[config.mk]
export PLATFORM = sky130hd
export DESIGN_NAME = rank_bitmap
export DESIGN_NICKNAME = d
export VERILOG_FILES = /design/src/design/rb_pkg.sv /design/src/design/rank_bitmap.sv
export SDC_FILE = /design/constraint.sdc
export NUM_CORES = 2
export LEC_CHECK = 0
export ABC_AREA = 1
export BUFFER_PORTS_ARGS = -buffer_cell sky130_fd_sc_hd__buf_2
export CAP_MARGIN = 20
export CORE_MARGIN = 1
export CORE_UTILIZATION = 25
export CTS_BUF_LIST = sky130_fd_sc_hd__clkbuf_16
export DETAILED_ROUTE_END_ITERATION = 8
export PLACE_DENSITY = 0.37
export SYNTH_ARGS = -nofsm -noshare
export SYNTH_HDL_FRONTEND = slang
export SYNTH_SLANG_ARGS = --single-unit
[constraint.sdc]
create_clock -name i_clk -period 9 [get_ports i_clk]
set_clock_uncertainty 0.2 [all_clocks]
set_input_delay 0.9 -clock i_clk [delete_from_list [all_inputs] [get_ports i_clk]]
set_output_delay 0.9 -clock i_clk [all_outputs]
set_load 0.05 [all_outputs]
[src/design/rb_pkg.sv]
// shared types, constants and the popcount function of the rank bitmap
package rb_pkg;

    localparam int WORD_BITS       = 32;
    localparam int BIT_W           = 5;
    localparam int MEMBER_BITS_DEF = 4096;
    localparam int MODE_W          = 2;
    localparam int VALUE_W         = 12;
    localparam int RANK_W          = 12;
    localparam int SUM_W           = RANK_W + 1;
    localparam int POP_W           = 6;
    localparam int S_TDATA_W       = 16;
    localparam int M_TDATA_W       = 16;
    localparam logic [VALUE_W-1:0] MAX_VALUE_RST = 12'hFFF;
    localparam logic [RANK_W-1:0]  RANK_MAX      = 12'hFFF;

    typedef enum logic [MODE_W-1:0] {
        MODE_TEST  = 2'd0,
        MODE_SET   = 2'd1,
        MODE_CLEAR = 2'd2,
        MODE_RANK  = 2'd3
    } t_mode;

    typedef enum logic [2:0] {
        ST_CLEAR,
        ST_IDLE,
        ST_LOOK,
        ST_RANK,
        ST_DONE
    } t_state;

    function automatic logic [POP_W-1:0] pop32(input logic [WORD_BITS-1:0] w);
        logic [WORD_BITS-1:0] a;
        logic [WORD_BITS-1:0] b;
        logic [WORD_BITS-1:0] c;
        logic [WORD_BITS-1:0] d;
        logic [WORD_BITS-1:0] e;
        a = (w & 32'h5555_5555) + ((w >> 1) & 32'h5555_5555);
        b = (a & 32'h3333_3333) + ((a >> 2) & 32'h3333_3333);
        c = (b & 32'h0F0F_0F0F) + ((b >> 4) & 32'h0F0F_0F0F);
        d = (c & 32'h00FF_00FF) + ((c >> 8) & 32'h00FF_00FF);
        e = (d & 32'h0000_FFFF) + ((d >> 16) & 32'h0000_FFFF);
        return e[POP_W-1:0];
    endfunction

endpackage

[src/design/rank_bitmap.sv]
// rank bitmap: membership bits in one word memory, test / set / clear / rank
// steps: an item is accepted in ST_IDLE, its word is read in ST_LOOK and the result is registered in ST_DONE;
//   a value above the limit goes from ST_IDLE straight to ST_DONE, a rank of a member via ST_RANK
// throughput: one word memory read per cycle; rank walks words 0 .. v/32 in sequence,
//   and a new item is accepted only in ST_IDLE, once ST_DONE has handed on the last result
// reset: a clearing pass writes zero to all MEMBER_BITS/32 words
//   while no item is accepted; the limit register returns to 4095
module rank_bitmap #(
    parameter int MEMBER_BITS = rb_pkg::MEMBER_BITS_DEF
) (
    input  logic                         i_clk,
    input  logic                         i_rst_n,
    input  logic                         i_cfg_valid,
    output logic                         o_cfg_ready,
    input  logic [rb_pkg::VALUE_W-1:0]   i_cfg_data,    // max_value
    input  logic                         s_axis_tvalid,
    output logic                         s_axis_tready,
    input  logic [rb_pkg::S_TDATA_W-1:0] s_axis_tdata,  // mode [1:0], value [13:2]
    output logic                         m_axis_tvalid,
    input  logic                         m_axis_tready,
    output logic [rb_pkg::M_TDATA_W-1:0] m_axis_tdata   // ok [0], rank [12:1]
);
    import rb_pkg::*;

    localparam int WORD_COUNT = MEMBER_BITS / WORD_BITS;
    localparam int ADDR_W     = (WORD_COUNT > 1) ? $clog2(WORD_COUNT) : 1;

    logic [WORD_BITS-1:0] mem [WORD_COUNT];

    t_state               r_state, n_state;
    t_mode                r_mode, n_mode;
    logic [VALUE_W-1:0]   r_value, n_value;
    logic [ADDR_W-1:0]    r_idx, n_idx;
    logic [SUM_W-1:0]     r_sum, n_sum;
    logic                 r_ok, n_ok;
    logic [RANK_W-1:0]    r_rank, n_rank;
    logic                 r_out_valid, n_out_valid;
    logic                 r_out_ok, n_out_ok;
    logic [RANK_W-1:0]    r_out_rank, n_out_rank;
    logic [VALUE_W-1:0]   r_max;
    logic [WORD_BITS-1:0] r_rdata;

    logic                 rd_en;
    logic [ADDR_W-1:0]    rd_addr;
    logic                 wr_en;
    logic [ADDR_W-1:0]    wr_addr;
    logic [WORD_BITS-1:0] wr_data;

    logic [MODE_W-1:0]    in_mode;
    logic [VALUE_W-1:0]   in_value;
    logic                 in_range;
    logic [ADDR_W-1:0]    in_word;
    logic [ADDR_W-1:0]    cur_word;
    logic [BIT_W-1:0]     cur_bit;
    logic [WORD_BITS-1:0] bit_mask;
    logic                 hit;
    logic [WORD_BITS-1:0] rank_word;
    logic [SUM_W-1:0]     sum_next;

    assign in_mode  = s_axis_tdata[MODE_W-1:0];
    assign in_value = s_axis_tdata[MODE_W +: VALUE_W];
    assign in_range = (in_value <= r_max) && (32'(in_value) < 32'(MEMBER_BITS));
    assign in_word  = ADDR_W'(in_value[VALUE_W-1:BIT_W]);

    assign cur_word  = ADDR_W'(r_value[VALUE_W-1:BIT_W]);
    assign cur_bit   = r_value[BIT_W-1:0];
    assign bit_mask  = WORD_BITS'(1) << cur_bit;
    assign hit       = r_rdata[cur_bit];
    assign rank_word = (r_idx == cur_word) ? (r_rdata & (bit_mask - WORD_BITS'(1))) : r_rdata;
    assign sum_next  = r_sum + SUM_W'(pop32(rank_word));

    assign o_cfg_ready   = 1'b1;
    assign s_axis_tready = (r_state == ST_IDLE);
    assign m_axis_tvalid = r_out_valid;
    assign m_axis_tdata  = M_TDATA_W'({r_out_rank, r_out_ok});

    always_comb begin
        n_state     = r_state;
        n_mode      = r_mode;
        n_value     = r_value;
        n_idx       = r_idx;
        n_sum       = r_sum;
        n_ok        = r_ok;
        n_rank      = r_rank;
        n_out_valid = r_out_valid && !m_axis_tready;
        n_out_ok    = r_out_ok;
        n_out_rank  = r_out_rank;
        rd_en       = 1'b0;
        rd_addr     = in_word;
        wr_en       = 1'b0;
        wr_addr     = cur_word;
        wr_data     = r_rdata;
        case (r_state)
            ST_CLEAR: begin
                wr_en   = 1'b1;
                wr_addr = r_idx;
                wr_data = '0;
                n_idx   = r_idx + ADDR_W'(1);
                if (r_idx == ADDR_W'(WORD_COUNT - 1)) begin
                    n_state = ST_IDLE;
                end
            end
            ST_IDLE: begin
                if (s_axis_tvalid) begin
                    n_mode  = t_mode'(in_mode);
                    n_value = in_value;
                    n_ok    = 1'b0;
                    n_rank  = '0;
                    if (in_range) begin
                        rd_en   = 1'b1;
                        n_state = ST_LOOK;
                    end else begin
                        n_state = ST_DONE;
                    end
                end
            end
            ST_LOOK: begin
                n_state = ST_DONE;
                case (r_mode)
                    MODE_TEST: begin
                        n_ok = hit;
                    end
                    MODE_SET: begin
                        if (!hit) begin
                            wr_en   = 1'b1;
                            wr_data = r_rdata | bit_mask;
                            n_ok    = 1'b1;
                        end
                    end
                    MODE_CLEAR: begin
                        if (hit) begin
                            wr_en   = 1'b1;
                            wr_data = r_rdata & ~bit_mask;
                            n_ok    = 1'b1;
                        end
                    end
                    MODE_RANK: begin
                        if (hit) begin
                            rd_en   = 1'b1;
                            rd_addr = '0;
                            n_idx   = '0;
                            n_sum   = '0;
                            n_state = ST_RANK;
                        end
                    end
                    default: begin
                        n_ok = 1'b0;
                    end
                endcase
            end
            ST_RANK: begin
                n_sum = sum_next;
                if (r_idx == cur_word) begin
                    n_ok    = 1'b1;
                    n_rank  = (sum_next > SUM_W'(RANK_MAX)) ? RANK_MAX : sum_next[RANK_W-1:0];
                    n_state = ST_DONE;
                end else begin
                    rd_en   = 1'b1;
                    rd_addr = r_idx + ADDR_W'(1);
                    n_idx   = r_idx + ADDR_W'(1);
                end
            end
            ST_DONE: begin
                if (!r_out_valid || m_axis_tready) begin
                    n_out_valid = 1'b1;
                    n_out_ok    = r_ok;
                    n_out_rank  = r_rank;
                    n_state     = ST_IDLE;
                end
            end
            default: begin
                n_state = ST_IDLE;
            end
        endcase
    end

    always_ff @(posedge i_clk) begin
        if (!i_rst_n) begin
            r_state     <= ST_CLEAR;
            r_idx       <= '0;
            r_out_valid <= 1'b0;
            r_max       <= MAX_VALUE_RST;
        end else begin
            r_state     <= n_state;
            r_idx       <= n_idx;
            r_out_valid <= n_out_valid;
            if (i_cfg_valid) begin
                r_max <= i_cfg_data;
            end
        end
    end

    always_ff @(posedge i_clk) begin
        r_mode     <= n_mode;
        r_value    <= n_value;
        r_sum      <= n_sum;
        r_ok       <= n_ok;
        r_rank     <= n_rank;
        r_out_ok   <= n_out_ok;
        r_out_rank <= n_out_rank;
    end

    always_ff @(posedge i_clk) begin
        if (wr_en) begin
            mem[wr_addr] <= wr_data;
        end
    end

    always_ff @(posedge i_clk) begin
        if (rd_en) begin
            r_rdata <= mem[rd_addr];
        end
    end

endmodule

==> metrics.md <==
| Metric | Value |
|---|---|
| Area growth syn-to-layout | `15.6%` |
| Primary FF master, synth | `edfxtp_1` |
| Psw | `10.2 mW` |
| Total GRT Usage | `18.8%` |
| Pwr Density | `208 nW/um2` |
| Yosys synthesis warning count | `0` |
| R2R cell count | `49` |
| Combinational fraction of design power | `6.1%` |
| Sequential Power Share | `50.6%` |
| Post-Route WL | `685,000 um` |
| Final HPWL DP | `368,000 um` |
| I/O pins | `52` |
| IO buf count | `45` |
| Number of H-tree levels | `5` |
| CTS tree | `done` |
| Core area | `695,000 um2` |
| Share of cells above drive strength 1 | `8.84%` |
| Switching share of power | `24.3%` |
| First-pass iteration count of the detailed router | `6` |
| Initial antenna violation count | `57` |
| Pint | `31.8 mW` |
| CP most frequent cell | `inv_1` |
| DRC | `0` |
| Hold Path Depth | `0` |
| Mapped Avg Cell Area | `12.0 um2` |
| Overflow after GRT | `0` |
| Critical-path maximum fanout | `8` |
| Top layer in use | `met5` |
| Wirelength per Cell | `28.5 um` |
| RSZ-0062 raised after global routing | `no` |
| Largest net degree at the start of global routing | `139` |
| Vias | `119,000` |
| Hold Path Sink | `r_out_rank[11]$_DFFE_PP_` |
| Mapped cell area | `175,000 um2` |
| Slew headroom | `16.2%` |
| Synth async-reset ratio | `0%` |
| Die Y | `838 um` |
| R2R Setup Slk | `0.63 ns` |
| Vias in the first global route | `115,000` |
| R2r endpoint | `r_rank[3]$_SDFFCE_PP0P_` |
| Commonest non-fill, non-tap cell in the layout | `nand3_1` |
| Yosys cell types | `46` |
| Final period util | `93.0%` |
| Final setup viols | `0` |
| First-pass GRT wire length | `952,000 um` |
| CTS Buf Count | `468` |
| Worst skew pair latency | `1.10 ns` |
| Worst hold start | `r_rank[11]$_SDFFCE_PP0P_` |
| DP Worst Slack | `0.212 ns` |
| CTS clock-pin slew for the worst setup and hold paths | `0.06 ns` |
| Initial DRC count | `11,600` |
| Die width | `838 um` |
| Worst setup slack after layout | `0.628 ns` |
| Reg2reg start | `r_value[0]$_DFFE_PP_` |
| Max-cap violation count | `0` |
| Endpoints failing hold | `0` |
| Clock power share | `43.3%` |
| F_max | `119 MHz` |
| Remaining antenna violation count | `0` |
| Count of flip-flops with a built-in enable after synthesis | `4,181` |
| Routed wl met2 | `315,000 um` |
| Crit path capture type | `register` |
| CP Class | `reg -> reg` |
| Cells after synthesis | `14,500` |
| Yosys reg bits | `4,204` |
| Clock Tree Buf Depth | `4` |
| Most frequent cells in the layout | `5,737 x nand3_1, 4,181 x edfxtp_1, 2,596 x nand2_1` |
| Crit path DAT | `8.95 ns` |
| Final Max Slew Viols | `0` |
| Sequential-to-total area share from yosys stat | `72.1%` |
| Max rail drop VDD | `0.000162 V` |
| Hold WC Path Type | `reg -> reg` |
| Worst Max-Slew Pin Slew | `1.26 ns` |
| Critical Path RT | `9.58 ns` |
| CP delay by family, top | `adder cells` |
| # nets final | `14,500` |
| Slowest CP cell | `fa_1` |
| Root Buffer | `clkbuf_16` |
| WL met1 | `314,000 um` |
| Minimum clock period | `8.37 ns` |
| Routability cong. | `0.830` |
| Via density | `4.94` |
| Status | `complete, no violations` |
| Site row count | `306` |
| Total power | `42.1 mW` |
| Sink Count | `4,204` |
| Slowest Stage Delay on Critical Path | `0.56 ns` |
| Startpoint types | `register` |
| Detail Route met3 WL | `37,000 um` |
| Leakage | `68.4 nW` |
| Die area | `702,000 um2` |
| Starting Density | `25.1%` |
| Critical path buffer and inverter count | `12` |
[synth_stat cells (all sizes together), types with 2 or more instances]
cell type,instances,area share (%)
o311ai,20,0.10
xor2,20,0.10
o31ai,4,0.017
nand3b,2,0.0086
a311oi,10,0.050
o21ai,116,0.34
xnor2,12,0.060
o211ai,24,0.10
conb,2,0.0043
edfxtp,4181,72
a31oi,8,0.029
dfxtp,23,0.26
nor2,229,0.50
a21oi,77,0.22
ha,74,0.53
clkbuf,368,0.79
o22ai,14,0.050
nand2,2605,5.6
inv,172,0.37
nor4,7,0.025
a211oi,3,0.013
buf,766,2.2
o21bai,2,0.0086
or2,8,0.029
nand3,5738,16
nor3,14,0.040
fa,16,0.18
nand4,19,0.068
[layout make-up]
class	count	area, um2
multi-input combinational	9031	44400
inverter	173	704
clock buffer	472	11800
tap	9240	11600
clock inverter	379	2400
sequential	4204	126000
timing repair buffer	544	5010
fill	71300	493000
antenna	17	42.5
[power groups by stage]
stage               clock (mW)  sequential, mW  combinational (mW)
floorplan                    0            21.7                1.39
finish                    18.2            21.3                2.56
global route              19.4            21.3                2.75
CTS                       18.7            21.3                2.58
global placement             0            21.7                2.57
detailed placement           0            21.7                2.56
[metal layers]
layer | GRT usage (%) | up-vias
met5 | 0 | -
met2 | 30.1 | 3353
li1 | - | 53200
met3 | 2.67 | 736
met1 | 26.7 | 61600
met4 | 4.78 | 2
[worst max path at each step]
stage | startpoint | slack (ns) | endpoint | cells past startpoint
final | r_value[0]$_DFFE_PP_ | 0.63 | r_rank[3]$_SDFFCE_PP0P_ | 49
after global placement | r_value[0]$_DFFE_PP_ | -0.04 | r_rank[3]$_SDFFCE_PP0P_ | 50
after floorplan | r_value[3]$_DFFE_PP_ | 0.99 | r_rank[10]$_SDFFCE_PP0P_ | 48
after detailed placement | r_value[0]$_DFFE_PP_ | 0.21 | r_rank[2]$_SDFFCE_PP0P_ | 49
after CTS | r_value[0]$_DFFE_PP_ | 0.17 | r_rank[3]$_SDFFCE_PP0P_ | 50
after global routing | r_value[0]$_DFFE_PP_ | 0.03 | r_rank[7]$_SDFFCE_PP0P_ | 51
[registers in the layout, indices dropped and copies added, names as in the netlist]
name,flops
r_max,12
r_sum,13
r_rdata,32
r_mode,2
r_value,12
r_rank,12
r_out_ok,1
r_out_rank,12
r_state,3
mem,4096
r_ok,1
r_idx,7
m_axis_tvalid,1
[cell families after synthesis]
logic type | share of synthesized area (%)
buffers and inverters | 3.33
XOR/XNOR | 0.160
flip-flops | 72.1
other | 0.00430
AND/OR/NAND/NOR | 22.7
AO/OA/AOI/OAI | 0.951
adder cells (fa/ha/maj) | 0.713
[metrics by stage]
step | TNS, ns | utilization (%) | cell area [um2] | hold WS (ns) | std cells
2_1_floorplan | 0 | - | 175000 | 0.200 | 14500
3_3_place_gp | -0.287 | 26.9 | 187000 | 0.205 | 23100
3_5_place_dp | 0 | 26.9 | 187000 | 0.216 | 23100
4_1_cts | 0 | 29.0 | 202000 | 0.171 | 24000
5_1_grt | 0 | 29.0 | 202000 | 0.232 | 24000
6_report | 0 | 29.0 | 202000 | 0.226 | 24100
[timing repair]
action,CTS,global route
gates resized for setup,0,15
endpoints found under the setup margin,0,16
endpoints found under the hold margin,29,0
hold buffers,41,0
setup buffers,0,4
Note: power is estimated with default switching activity, not from simulation.
